<file path="src/rtl/core/ppi_pkg.sv">
package ppi_pkg;

    localparam int COORD_W          = 32;
    localparam int DIFF_W           = COORD_W + 1;
    localparam int PROD_W           = 2 * DIFF_W;
    localparam int CNT_OUT_W        = 7;
    localparam int MAX_VERTICES_DEF = 64;

    typedef enum logic [1:0] {
        CMD_APPEND = 2'd0,
        CMD_QUERY  = 2'd1,
        CMD_CLEAR  = 2'd2
    } t_cmd;

    typedef logic signed [COORD_W-1:0] t_coord;
    typedef logic signed [DIFF_W-1:0]  t_diff;
    typedef logic signed [PROD_W-1:0]  t_prod;

    typedef struct packed {
        t_coord x;
        t_coord y;
    } t_vertex;

    typedef struct packed {
        logic [1:0] cmd;
        t_coord     coord_x;
        t_coord     coord_y;
    } t_in_word;

    typedef struct packed {
        logic                 inside_res;
        logic [CNT_OUT_W-1:0] vertex_count;
        logic                 status;
    } t_out_word;

    function automatic t_diff sext(t_coord v);
        return t_diff'({v[COORD_W-1], v});
    endfunction

endpackage

</file>
<file path="src/rtl/core/ppi_cell.sv">
module ppi_cell
    import ppi_pkg::*;
(
    input  logic    i_clk,
    input  logic    i_shift,
    input  t_vertex i_vtx,
    output t_vertex o_vtx
);

    t_vertex r_vtx;

    always_ff @(posedge i_clk) begin
        if (i_shift) begin
            r_vtx <= i_vtx;
        end
    end

    assign o_vtx = r_vtx;

endmodule

</file>
<file path="config.mk">
export PLATFORM = sky130hd
export DESIGN_NAME = ppi_cell
export DESIGN_NICKNAME = d
export VERILOG_FILES = /design/src/rtl/core/ppi_pkg.sv /design/src/rtl/core/ppi_cell.sv
export SDC_FILE = /design/constraint.sdc
export NUM_CORES = 1
export LEC_CHECK = 0
export ABC_AREA = 0
export ABC_CLOCK_PERIOD_IN_PS = 800
export CORE_ASPECT_RATIO = 2
export CORE_MARGIN = 2
export CORE_UTILIZATION = 29
export CTS_CLUSTER_DIAMETER = 200
export DETAILED_ROUTE_END_ITERATION = 8
export DONT_BUFFER_PORTS = 1
export RECOVER_POWER = 50
export SYNTH_ARGS = -nofsm -noshare
export SYNTH_HDL_FRONTEND = slang
export SYNTH_SLANG_ARGS = --single-unit
</file>
<file path="constraint.sdc">
create_clock -name i_clk -period 0.8 [get_ports i_clk]
set_clock_uncertainty 0.1 [all_clocks]
set_input_delay 0.16 -clock i_clk [delete_from_list [all_inputs] [get_ports i_clk]]
set_output_delay 0.16 -clock i_clk [all_outputs]
set_load 0.1 [all_outputs]
</file>
* Word-level counts from Yosys, hierarchy flattened
Cells that the tools add are included.
Storage, ports and cells: register bits 64, input port bits 66, logic and storage cells 2

* Logic depth before layout (Yosys ltp)
depth in word-level cells 0, depth in mapped cells 0

* Least setup slack after synthesis
Ideal clock, no wire load.
path kind reg2out, start point reg r_vtx, in the netlist o_vtx[0], end point out o_vtx[0] (netlist name), data arrival time 0.904 ns, required time 0.540 ns, buffers on the path 0, path slack -0.364 ns, stages on the path, launching flop included 1, path through edfxtp_1
RTL lines:
- start, declared | RTL line ppi_cell.sv:10 | t_vertex r_vtx;
- start signal, assigned | RTL line ppi_cell.sv:14 | r_vtx <= i_vtx;
- end, declared | RTL line ppi_cell.sv:7 | output t_vertex o_vtx
No word-level cell between the ends.

* Final worst setup path
start point reg r_vtx, in the netlist o_vtx[6], end point out o_vtx[6] (netlist name)
No word-level cell between the ends.

==> out/results.tsv <==
metric	value	unit
post-route worst setup slack	-431	ps
worst setup path start	o_vtx[6]	
most frequent cells in the layout	64 x dlygate4sd3_1, 64 x edfxtp_1, 64 x buf_12, 9 x clkbuf_16, 3 x clkbuf_1	
Buf+Inv Stages, Crit Path	1	
vias in the first global route	1310	
root buffer cell	clkbuf_16	
Placement Rows	42	
Worst-Margin Slew	162	ps
Min Clock Period, post-route	1230	ps
CP peak stage delay	440	ps
fin. max-slew vios	0	
Synth Cell Area	1920	µm²
# hold bufs at CTS	64	
peak fanout along the critical path	1	
clk sink count	64	
core area	6520	µm²
Setup Viol. Count Final	64	
Mapped Nets	130	
Total Wirelength	4.80	mm
Worst IR Drop VDD	0.00159	V
count of cell types in the netlist	1	
grt ovf	0	
Hold Path Depth	0	
Synth Register Bits	64	
CTS tree	yes	
initial antenna violation count	0	
GR Util All Layers	0.141	
Synth area leader	edfxtp_1	
H-tree level count	3	
critical path cell sequence	buf_12	
worst hold slack	-152	ps
multi-input gate count	0	
CP max stage cell	edfxtp_1	
gpl congestion	0.563	
f_max	0.812	GHz
Yosys top cell area share	1.00	
instance count of the mapped netlist	64	
Crit. End Element	output pin	
multi-input logic area	0	µm²
CP Class	reg -> out	
hold endpoint	o_vtx[55]	
final core utilization	0.654	
CP startpoint kind	flip-flop	
DP Worst Slack	-67.8	ps
Synth Area per Inst	30.0	µm²
Critical Path RT	540	ps
status	finished with violations	
drc violations	0	
vias per inst	3.96	
Hold Path Origin	i_shift	
final hold vios	64	
count of warnings emitted by yosys	0	
clock buffer depth	2	
total CTS buffers	9	
Leak	1.64	nW
slew margin rel.	0.892	
top cells by area, synth	edfxtp_1 100%	
critical path arrival	970	ps
period utilisation layout	1.54	
Max-cap violations	0	
routed len/inst	16.2	µm
failing checks	negative hold slack, negative setup slack	
Hold WC Path Type	in -> reg	
Power Density	2670	nW/µm²
Crit path max-delay family	flip-flops	
# diodes	0	
# IOs	130	
via count	1173	
share of cells above drive strength 1	0.365	
initial DRC count	50	
Routed Antenna Nets	0	
die width	61.6	µm
die area	7330	µm²
Largest register FFs	64	
drt pass-1 iters	4	
chip height	119	µm
pin count of the biggest net entering global routing	65	
P&R area growth vs syn	122	%
input/output buffers	0	
Post-CTS Setup Bufs	0	
sequential element share of the synthesized area	1.00	
Starting Density	0.295	
global-route wire length before repair	7.00	mm
Nets	269	
clock slew at reported path FFs	50	ps
unrepaired setup endpoints after global routing	true	
[timing repair]
action,in CTS,in global routing
hold endpoints to repair,128,64
endpoints found under the setup margin,64,64
gates resized for setup,0,0
[report_power, final]
group | leakage, nW | switching, mW | internal [mW]
sequential | 0.626 | 0.215 | 4.01
clock | 0.148 | 1.23 | 2.71
combinational | 0.869 | 2.04 | 1.15
total | 1.64 | 3.49 | 7.87
[area by class of cell]
type                    count  area (µm²)
clock buffers              12         236
clock inverters             4        68.8
fillers                   467        2260
flip-flops and latches     64        1920
well taps                  88         110
repair buffers            128        1920
[synth_stat cells]
library cell and n:
edfxtp_1 64
[metal layers]
layer / vias to the layer above / part of all wire / global-route usage
li1: 539 / - / -
met1: 550 / 0.32 / 0.141
met2: 75 / 0.56 / 0.228
met3: 9 / 0.093 / 0.0662
met4: 0 / 0.025 / 0.0798
met5: - / 0 / 0
[worst max-delay path by stage]
stage	end	slack, ps	depth (start not counted)
floorplan	o_vtx[0]	-360	0
global placement	o_vtx[52]	-50	1
detailed placement	o_vtx[40]	-70	1
CTS	o_vtx[40]	-430	1
global route	o_vtx[6]	-460	1
finish	o_vtx[6]	-430	1
[cells by family after synthesis]
logic type | after synthesis | share of synthesized area
DFF | 64 | 1.00
[stage by stage]
stage	std cells	hold WS (ps)	power (mW)	cell area [µm²]	setup TNS, ps
6_report	296	-152	11.4	4260	-24500
5_1_grt	296	-173	11.7	4260	-26440
4_1_cts	296	-164	11.5	4260	-25500
3_5_place_dp	216	159	7.23	3310	-2970
3_3_place_gp	216	159	7.21	3310	-2500
2_1_floorplan	64	159	6.03	1920	-23300
No activity file was read; power rests on OpenSTA's default activity.
